## src/sv/assert_macros.svh

```systemverilog
// ----------------------------------------------------------------------------
// Assertion macros
// Shared concurrent assertion forms, clocked and disabled in reset.
// ----------------------------------------------------------------------------
`ifndef ASSERT_MACROS_SVH
`define ASSERT_MACROS_SVH

// Same-cycle implication.
`define ASSERT_IMP(label, clk, rst_n, ante, cons) \
    label: assert property (@(posedge clk) disable iff (!rst_n) (ante) |-> (cons)) \
        else $error("same-cycle check failed");

// Next-cycle implication.
`define ASSERT_NXT(label, clk, rst_n, ante, cons) \
    label: assert property (@(posedge clk) disable iff (!rst_n) (ante) |=> (cons)) \
        else $error("next-cycle check failed");

`endif

```

## src/sv/lrsg_isqrt.sv

```systemverilog
// ----------------------------------------------------------------------------
// lrsg_isqrt
// Pipelined integer square root, one root bit per stage, with remainder.
// ----------------------------------------------------------------------------
module lrsg_isqrt #(
    parameter int M = 17
) (
    input  logic           i_clk,
    input  logic [M-1:0]   i_adv,
    input  logic [2*M-1:0] i_rad,
    output logic [M-1:0]   o_root,
    output logic [M+1:0]   o_rem
);
    logic [2*M-1:0] r_rad  [M];
    logic [M+1:0]   r_rem  [M];
    logic [M-1:0]   r_root [M];

    for (genvar k = 0; k < M; k++) begin : g_stage
        logic [2*M-1:0] p_rad;
        logic [M+1:0]   p_rem;
        logic [M-1:0]   p_root;
        logic [M+1:0]   w_tmp;
        logic [M+1:0]   w_trial;
        logic           w_ge;

        if (k == 0) begin : g_first
            assign p_rad  = i_rad;
            assign p_rem  = '0;
            assign p_root = '0;
        end else begin : g_next
            assign p_rad  = r_rad[k-1];
            assign p_rem  = r_rem[k-1];
            assign p_root = r_root[k-1];
        end

        // bring down the next two radicand bits, try root*4+1
        assign w_tmp   = {p_rem[M-1:0], p_rad[2*M-1 -: 2]};
        assign w_trial = {p_root, 2'b01};
        assign w_ge    = (w_tmp >= w_trial);

        always_ff @(posedge i_clk) begin
            if (i_adv[k]) begin
                r_rad[k]  <= {p_rad[2*M-3:0], 2'b00};
                r_rem[k]  <= w_ge ? (w_tmp - w_trial) : w_tmp;
                r_root[k] <= {p_root[M-2:0], w_ge};
            end
        end
    end

    assign o_root = r_root[M-1];
    assign o_rem  = r_rem[M-1];
endmodule

```

## config.mk

```make
export PLATFORM = sky130hd
export DESIGN_NAME = lrsg_isqrt
export DESIGN_NICKNAME = d
export VERILOG_FILES = /design/src/sv/assert_macros.svh /design/src/sv/lrsg_isqrt.sv
export SDC_FILE = /design/constraint.sdc
export NUM_CORES = 1
export LEC_CHECK = 0
export BUFFER_PORTS_ARGS = -buffer_cell sky130_fd_sc_hd__buf_2
export CAP_MARGIN = 10
export CORE_MARGIN = 3
export CORE_UTILIZATION = 50
export DETAILED_ROUTE_END_ITERATION = 7
export PLACE_DENSITY = 0.69
export SLEW_MARGIN = 20
export SYNTH_ARGS = -nofsm -noshare
export SYNTH_HDL_FRONTEND = slang
export SYNTH_SLANG_ARGS = --single-unit
```

## constraint.sdc

```tcl
create_clock -name i_clk -period 5.4 [get_ports i_clk]
set_clock_uncertainty 0.15 [all_clocks]
set_input_delay 1.35 -clock i_clk [delete_from_list [all_inputs] [get_ports i_clk]]
set_output_delay 1.35 -clock i_clk [all_outputs]
set_load 0.005 [all_outputs]
```

==> results.json <==
{
  "status": "finished, final reports clean",
  "start_util_pct": 51.0,
  "hp-class": "reg2reg",
  "ir_worst_vdd_v": 0.000385,
  "syn_area_per_cell_um2": 13.2,
  "cts-resized-gates": 0,
  "routedWlPerCell_um": 16.6,
  "grt_max_degree": 49,
  "cts_buffers": 74,
  "path_clk_slew_ns": 0.06,
  "path_class": "reg2reg",
  "max_cap_viol_count": 0,
  "synthToLayoutAreaGrowth_pct": 11.1,
  "yosysSeqAreaShare_pct": 64.4,
  "yosys_warnings": 0,
  "placedCellCount": 3368,
  "drt_iter0_drc": 1429,
  "h-tree-depth": 3,
  "async_reset_ff_share_pct": 0,
  "worst_skew_pair.late_latency_ns": 0.62,
  "synth_ff_type": "edfxtp_1",
  "io_pins": 88,
  "period_minus_slack_ns": 3.63,
  "path_max_fanout": 23,
  "cts_hold_buf": 0,
  "cp.arrival_ns": 3.82,
  "clock_path_buffers": 3,
  "fmax_mhz": 276,
  "root_buffer": "clkbuf_16",
  "core_area_um2": 63800,
  "fp-row-count": 92,
  "critPathLaunchType": "flip-flop",
  "drcViolationCount": 0,
  "ys_types": 87,
  "syn_inst": 2472,
  "io_buffers": 87,
  "place.gp.congestion": 0.902,
  "synth_fp_nets": 2696,
  "overflow": 0,
  "grtUsageTotal_pct": 17.2,
  "layout-drive-gt1-share_pct": 9.53,
  "slew_headroom_pct": 29.0,
  "post_layout_nonfiller_instances": 3502,
  "antenna_found_initial": 0,
  "period_share_pct": 67.2,
  "die_area_um2": 68200,
  "post-route-util_pct": 56.7,
  "via_per_inst": 5.52,
  "finalSetupViolCount": 0,
  "grt_pass1_wl_um": 94900,
  "cts_tree": "built",
  "hold_viol_final": 0,
  "tightest_slew_ns": 1.06,
  "die_h_um": 261,
  "wirelength_um": 58200,
  "p_per_area_nw_per_um2": 414,
  "dr.pass1.iters": 6,
  "cts.sinks": 698,
  "dieWidth_um": 261,
  "crit_required_ns": 5.59,
  "setup_tns_ns": 0,
  "p_leak_nw": 13.9,
  "worst_setup_path_end_kind": "flip-flop",
  "syn-cell-area_um2": 32500,
  "cts_setup_buffers": 0,
  "place.detailed.hpwl_um": 42500,
  "synth_edf_count": 698,
  "diodes": 0,
  "grt_pass1_vias": 19100,
  "ys_ff_latch": 698,
  "rsz0062_at_grt": "no",
  "final_nets": 2822,
  "via_count": 19300,
  "maxSlewViolCount": 0,
  "antenna_left": 0
}
==> Yosys cell counts, drive strengths merged, types with 15 or more instances <==
cell / count / area [µm²]
a211oi: 18 / 145
a21o: 43 / 323
a21oi: 155 / 780
a31oi: 15 / 93.8
buf: 19 / 110
clkbuf: 22 / 83.8
edfxtp: 698 / 21000
ha: 172 / 2150
inv: 209 / 785
mux2: 32 / 360
nand2: 130 / 488
nand2b: 39 / 246
nand3: 40 / 200
nand4: 23 / 144
nor2: 174 / 653
nor2b: 28 / 175
nor3: 62 / 335
nor4: 24 / 180
o21a: 39 / 293
o21ai: 125 / 626
or3: 28 / 175
or4: 16 / 131
xnor2: 107 / 937
xor2: 92 / 806
==> stage by stage <==
step | hold slack, ns | instance area (µm²) | setup WS, ns | power (mW)
2_1_floorplan | 0.250 | 32500 | 2.68 | 9.49
3_3_place_gp | 0.251 | 33900 | 1.94 | 10.3
3_5_place_dp | 0.255 | 33900 | 1.89 | 10.4
4_1_cts | 0.255 | 36200 | 1.84 | 15.1
5_1_grt | 0.263 | 36200 | 1.52 | 15.7
6_report | 0.263 | 36200 | 1.77 | 15.0
==> worst paths after layout <==
check                start             to  slack, ns  depth (start not counted)
max          r_rem[0][210]  r_rem[0][235]       1.77                          8
max reg2reg  r_rem[0][210]  r_rem[0][235]       1.77                          8
min reg2reg  r_rad[0][378]  r_rad[0][412]       0.26                          0
min          r_rad[0][378]  r_rad[0][412]       0.26                          0
==> report_power, final <==
part,internal [mW],leakage [nW],switching (mW)
Clock,2.65,1.09,2.04
Combinational,1.32,6.10,1.71
Sequential,6.88,6.70,0.372
==> registers in the layout (all words and copies together), names as in the netlist <==
name / flops
r_rem: 273
r_rad: 272
r_root: 153
==> cell families after synthesis <==
family                   after synthesis  share of synthesized area (%)
buffers and inverters                250                           3.01
flip-flops                           698                           64.4
multiplexers                          37                           1.26
XOR/XNOR                             199                           5.36
AO/OA/AOI/OAI                        504                           9.85
adder cells (fa/ha/maj)              172                           6.61
other                                  1                         0.0115
AND/OR/NAND/NOR                      611                           9.47
==> worst max-delay path, stage by stage, from the launching register on <==
cell	delay, ns
edfxtp_1	0.40
ha_1	0.36
o21a_1	0.21
o21a_1	0.20
a2111oi_0	0.46
nor2_1	0.22
a21oi_2	0.88
inv_2	0.15
mux2_2	0.31
==> layout by cell type, fill, tap and decap left out, types with 9 or more instances in the layout <==
cell type / n
mux2_2: 32
o31ai_1: 9
o211ai_1: 11
nand2b_1: 38
nor2_1: 174
nand3_1: 40
o21ai_0: 122
clkbuf_16: 74
clkbuf_1: 16
a31oi_1: 15
nor2b_1: 28
clkinv_1: 26
edfxtp_1: 698
xor2_1: 92
a211oi_1: 16
buf_2: 86
a21oi_1: 153
or4_1: 13
ha_1: 172
nand2_1: 130
nand4_1: 23
a21o_1: 43
o21a_1: 39
nor4_1: 22
or3_1: 28
inv_1: 208
xnor2_1: 107
nor3_1: 57
and3_1: 10
==> metal layers <==
layer | vias to the layer above | share of wire (%) | global-route usage [%]
met5 | - | 0 | 0
met4 | 0 | 2.4 | 5.71
met3 | 105 | 4.7 | 2.83
met2 | 493 | 50 | 29.4
met1 | 9283 | 43 | 22.3
li1 | 9451 | - | -
==> area by class of cell <==
| cell class | instances | area (µm²) |
|---|---|---|
| fill | 5103 | 27600 |
| timing repair buffer | 91 | 468 |
| inverter | 209 | 785 |
| clock inverter | 44 | 368 |
| clock buffer | 90 | 1910 |
| sequential | 698 | 21000 |
| tap | 846 | 1060 |
| multi-input combinational | 1524 | 10600 |
Note: power is estimated with default switching activity, not from simulation.
