**src/sv/assert_macros.svh**
```systemverilog
// ----------------------------------------------------------------------------
// Assertion macros
// Shared concurrent assertion forms, clocked and disabled in reset.
// ----------------------------------------------------------------------------
`ifndef ASSERT_MACROS_SVH
`define ASSERT_MACROS_SVH

// Same-cycle implication.
`define ASSERT_IMP(label, clk, rst_n, ante, cons) \
    label: assert property (@(posedge clk) disable iff (!rst_n) (ante) |-> (cons)) \
        else $error("same-cycle check failed");

// Next-cycle implication.
`define ASSERT_NXT(label, clk, rst_n, ante, cons) \
    label: assert property (@(posedge clk) disable iff (!rst_n) (ante) |=> (cons)) \
        else $error("next-cycle check failed");

`endif

```
**src/sv/lrsg_div.sv**
```systemverilog
// ----------------------------------------------------------------------------
// lrsg_div
// Pipelined restoring divider, one quotient bit per stage.
// ----------------------------------------------------------------------------
module lrsg_div #(
    parameter int QW = 24,
    parameter int DW = 34
) (
    input  logic          i_clk,
    input  logic [QW-1:0] i_adv,
    input  logic [QW-1:0] i_num,
    input  logic [DW-1:0] i_den,
    output logic [QW-1:0] o_quo
);
    localparam int XW = QW + DW;

    logic [QW-1:0] r_num [QW];
    logic [QW-1:0] r_rem [QW];
    logic [QW-1:0] r_quo [QW];
    logic [DW-1:0] r_den [QW];

    for (genvar k = 0; k < QW; k++) begin : g_stage
        logic [QW-1:0] p_num;
        logic [QW-1:0] p_rem;
        logic [QW-1:0] p_quo;
        logic [DW-1:0] p_den;
        logic [QW-1:0] w_tmp;
        logic          w_ge;

        if (k == 0) begin : g_first
            assign p_num = i_num;
            assign p_rem = '0;
            assign p_quo = '0;
            assign p_den = i_den;
        end else begin : g_next
            assign p_num = r_num[k-1];
            assign p_rem = r_rem[k-1];
            assign p_quo = r_quo[k-1];
            assign p_den = r_den[k-1];
        end

        // shift in the next numerator bit, subtract when it fits
        assign w_tmp = {p_rem[QW-2:0], p_num[QW-1]};
        assign w_ge  = (XW'(w_tmp) >= XW'(p_den));

        always_ff @(posedge i_clk) begin
            if (i_adv[k]) begin
                r_num[k] <= {p_num[QW-2:0], 1'b0};
                r_rem[k] <= w_ge ? (w_tmp - QW'(p_den)) : w_tmp;
                r_quo[k] <= {p_quo[QW-2:0], w_ge};
                r_den[k] <= p_den;
            end
        end
    end

    assign o_quo = r_quo[QW-1];
endmodule

```
**config.mk**
```make
export PLATFORM = sky130hd
export DESIGN_NAME = lrsg_div
export DESIGN_NICKNAME = d
export VERILOG_FILES = /design/src/sv/assert_macros.svh /design/src/sv/lrsg_div.sv
export SDC_FILE = /design/constraint.sdc
export NUM_CORES = 2
export LEC_CHECK = 0
export ABC_AREA = 1
export BUFFER_PORTS_ARGS = -buffer_cell sky130_fd_sc_hd__buf_4
export CAP_MARGIN = 30
export CORE_MARGIN = 1
export CORE_UTILIZATION = 29
export CTS_CLUSTER_DIAMETER = 30
export DETAILED_ROUTE_END_ITERATION = 10
export GPL_ROUTABILITY_DRIVEN = 0
export GPL_TIMING_DRIVEN = 0
export PLACE_DENSITY_LB_ADDON = 0.12
export SYNTH_ARGS = -nofsm -noshare
export SYNTH_HDL_FRONTEND = slang
export SYNTH_SLANG_ARGS = --single-unit
export TNS_END_PERCENT = 30
```
**constraint.sdc**
```tcl
create_clock -name i_clk -period 2.5 [get_ports i_clk]
set_clock_uncertainty 0.05 [all_clocks]
set_input_delay 0.25 -clock i_clk [delete_from_list [all_inputs] [get_ports i_clk]]
set_output_delay 0.25 -clock i_clk [all_outputs]
set_load 0.005 [all_outputs]
```
==> results.tsv <==
stage	metric	value	unit
drt	DRT Pass-1 Iters	8	
sta	RSZ-0062 raised after global routing	true	
setup_path	WP data arrival	3.24	ns
die	I/O pins	107	
drt	Residual DRC	0	
run_status	failing checks	setup timing	
drt	Post-DRT Antenna Nets	0	
setup_path	Critical R2R Launch	r_num[1][68]$_DFFE_PP_	
final_layout	fillers	36000	
setup_path	CP startpoint	r_num[1][68]$_DFFE_PP_	
synth	Netlist cell types	46	
hold_path	Hold Path Class	in2reg	
synth	post-synthesis sequential area ratio	0.536	
global_routing	grt ovf	0	
sta	fin. max-slew vios	0	
drt	final WL	326000	um
drt	vias	81900	
sta	Slew headroom	0.461	
sta	FMAX	0.377	GHz
run_status	status	finished, violations left	
setup_path	startpoint types	register	
cts	CTS Root Cell	clkbuf_16	
die	core area	363000	um^2
final_layout	layout cells sized above 1	0.195	
die	# rows	221	
hold_path	Worst Hold End	r_rem[0][7]$_SDFFCE_PP0P_	
pwr	Pint	81.8	mW
synth	post-synth net total	12200	
job	Max-Cap Viols	0	
setup_path	Worst Setup End Kind	register	
final_layout	post-route non-filler standard cell count	17800	
setup_path	cell family with the largest share of critical-path delay	simple AND/OR/NAND/NOR gates	
setup_path	Worst Path Max Fanout	5	
setup_path	CP Cell Sequence	inv_2 > ha_4 > fa_2 > inv_2 > nand4_4 > nand3b_4 > nand2_4 > nand2_4 > nand2_4 > nand2_8 > buf_12 > buf_8 > nand2_2 > nand2_2 > inv_2	
final_layout	NumNets Final	13300	
synth	Synth top area share	0.536	
synth	Post-Synthesis Cells	11600	
pwr	Clock Power Share	0.530	
synth	warnings from Yosys	0	
synth	Synth area leaders	edfxtp_1 (54%), nand2_1 (13%), inv_1 (7.3%), ha_1 (6.6%), nand3b_1 (3.7%)	
die	die area	367000	um^2
cts	clock-pin transition on the worst setup and hold timing paths	0.05	ns
sta	Worst Tran Pin Value	0.802	ns
cts	Sink Count	1887	
drt	drt initial violations	6481	
global_routing	gr usage total	0.171	
global_routing	initial antenna violation count	9	
place	port bufs	106	
cts	H-tree Lvls	5	
setup_path	CP required	3.09	ns
drt	DR vias/cell	4.59	
setup_path	Buf/Inv on CP	5	
pwr	Comb power frac	0.121	
pwr	Leak	61.6	nW
sta	final setup vio count	121	
hold_path	hold path startpoint	i_den[7]	
pwr	Switching Fraction	0.255	
final_layout	area grow syn2layout	31.9	%
setup_path	slowest CP cell	edfxtp_1	
place	HPWL Detailed	252000	um
pwr	part of the power in registers	0.349	
die	initial core utilization	0.291	
die	die width	606	um
synth	Post-Syn Area	106000	um^2
drt	wire per inst	18.3	um
global_routing	vias in the first global route	79900	
setup_path	Worst Path Class, Setup	reg2reg	
place	dpl cell area	113000	um^2
global_routing	largest net degree at the start of global routing	71	
pwr	worst vdd ir	566	uV
setup_path	Reg2Reg Depth	15	
place	Placed Instances	16500	
setup_path	r2r setup slk	-0.15	ns
sta	Setup WS post-layout	-0.152	ns
hold_path	hold depth	4	
synth	synthesized area per cell	9.13	um^2
cts	CTS Buf Count	448	
sta	Tcrit/Tclk final	1.06	
sta	setup TNS	-6.08	ns
die	Die H	606	um
synth	area leader, netlist	edfxtp_1	
synth	#FFs+latches synth	1887	
final_layout	final instance area	139000	um^2
sta	Fin. Hold Viols	0	
cts	Max Buffers Root-to-Sink	4	
setup_path	worst flop-to-flop path endpoint	r_rem[1][89]$_DFFE_PP_	
cts	clk_lat worst skew	0.97	ns
cts	CTS tree	built	
setup_path	Worst path max stage delay	0.51	ns
sta	min Tclk post-route	2.65	ns
pwr	Psw	27.9	mW
global_routing	first-pass GRT wire length	481000	um
pwr	Pwr Density	787	nW/um^2
power groups by stage:
stage	Clock [mW]	Sequential [mW]	Combinational (mW)
2_1_floorplan	0	38.0	7.56
3_3_place_gp	0	38.9	10.9
3_5_place_dp	0	38.9	11.0
4_1_cts	59.6	38.4	11.9
5_1_grt	61.2	38.5	14.7
6_report	58.1	38.3	13.2
tightest hold or removal path, cell delays in order:
cell	delay, ns
dlygate4sd3_1	0.53
buf_4	0.13
xor2_1	0.07
nor2_1	0.09
cells in the final DEF, fill, tap and decap left out, drive strengths merged, types with 36 or more instances in the layout:
cell type and instances:
nor3 139, nand3 447, buf 603, a21oi 497
nor2 750, nand4 174, clkbuf 537, ha 554
xor2 105, o21bai 36, clkinvlp 58, bufinv 68
nand2 3708, xnor2 144, edfxtp 1887, o21ai 190
nand3b 532, dlygate4sd3 139, inv 2106, a21o 45
clkinv 179, nor4 39
state kept, by name, indices dropped and copies added, names as in the netlist:
signal	count
r_num	276
r_den	782
r_quo	300
r_rem	529
kinds of logic after synthesis:
group                    synth area share
AO/OA/AOI/OAI                      0.0409
XOR/XNOR                           0.0206
adder cells (fa/ha/maj)            0.0698
buffers and inverters              0.0843
flip-flops                          0.536
AND/OR/NAND/NOR                     0.248
cell type report:
cell class	count	area, um^2	area share
Sequential cell	1887	56700	0.407
Multi-Input combinational cell	7461	45700	0.328
Clock buffer	512	11500	0.0825
Inverter	2094	7890	0.0566
Timing Repair Buffer	633	6330	0.0454
Tap cell	4794	6000	0.0430
Clock inverter	317	3870	0.0278
Buffer	134	1420	0.0102
Antenna cell	4	10.0	0.0000718
metal layers:
| metal | GRT usage | share of wire |
|---|---|---|
| met4 | 0.0424 | 0.022 |
| met5 | 0 | 0.000040 |
| met3 | 0.0304 | 0.058 |
| met2 | 0.287 | 0.48 |
| met1 | 0.227 | 0.44 |
worst max-delay path by stage:
stage,slack (ns),to,cells past startpoint
5_1_grt,-0.24,r_rem[1][89]$_DFFE_PP_,15
4_1_cts,-0.23,r_rem[1][89]$_DFFE_PP_,15
3_5_place_dp,-0.61,r_quo[1][48]$_DFFE_PP_,10
2_1_floorplan,0.35,r_rem[0][29]$_DFFE_PP_,13
6_report,-0.15,r_rem[1][89]$_DFFE_PP_,15
3_3_place_gp,-0.96,r_quo[1][24]$_DFFE_PP_,9
cell usage after synthesis, drive strengths merged:
cell type	count
nand2	3708
inv	2094
edfxtp	1887
nor2	750
ha	554
nand3b	532
a21oi	497
nand3	447
o21ai	190
nand4	174
xnor2	144
nor3	139
buf	135
xor2	105
a21o	45
nor4	39
o21bai	36
fa	22
or2	19
and3	15
nor3b	15
a21boi	14
o21a	8
o211a	3
o32ai	2
a211oi	1
and2	1
o211ai	1
timing repair:
action	in CTS	in global routing
pin swaps	98	197
hold endpoints to repair	1947	0
hold buffers	139	0
gates cloned	15	16
gates resized for setup	584	888
buffers inserted	143	191
setup endpoints to repair	522	518
metrics by stage:
stage / power [mW] / utilization / setup WS (ns) / hold WS, ns
after global placement: 49.8 / 0.310 / -0.956 / 0.350
after detailed placement: 49.9 / 0.312 / -0.613 / 0.355
after global routing: 114 / 0.384 / -0.241 / 0.111
final: 110 / 0.384 / -0.152 / 0.158
after CTS: 110 / 0.369 / -0.225 / 0.0351
after floorplan: 45.6 / - / 0.346 / 0.299
No activity file was read; power rests on OpenSTA's default activity.
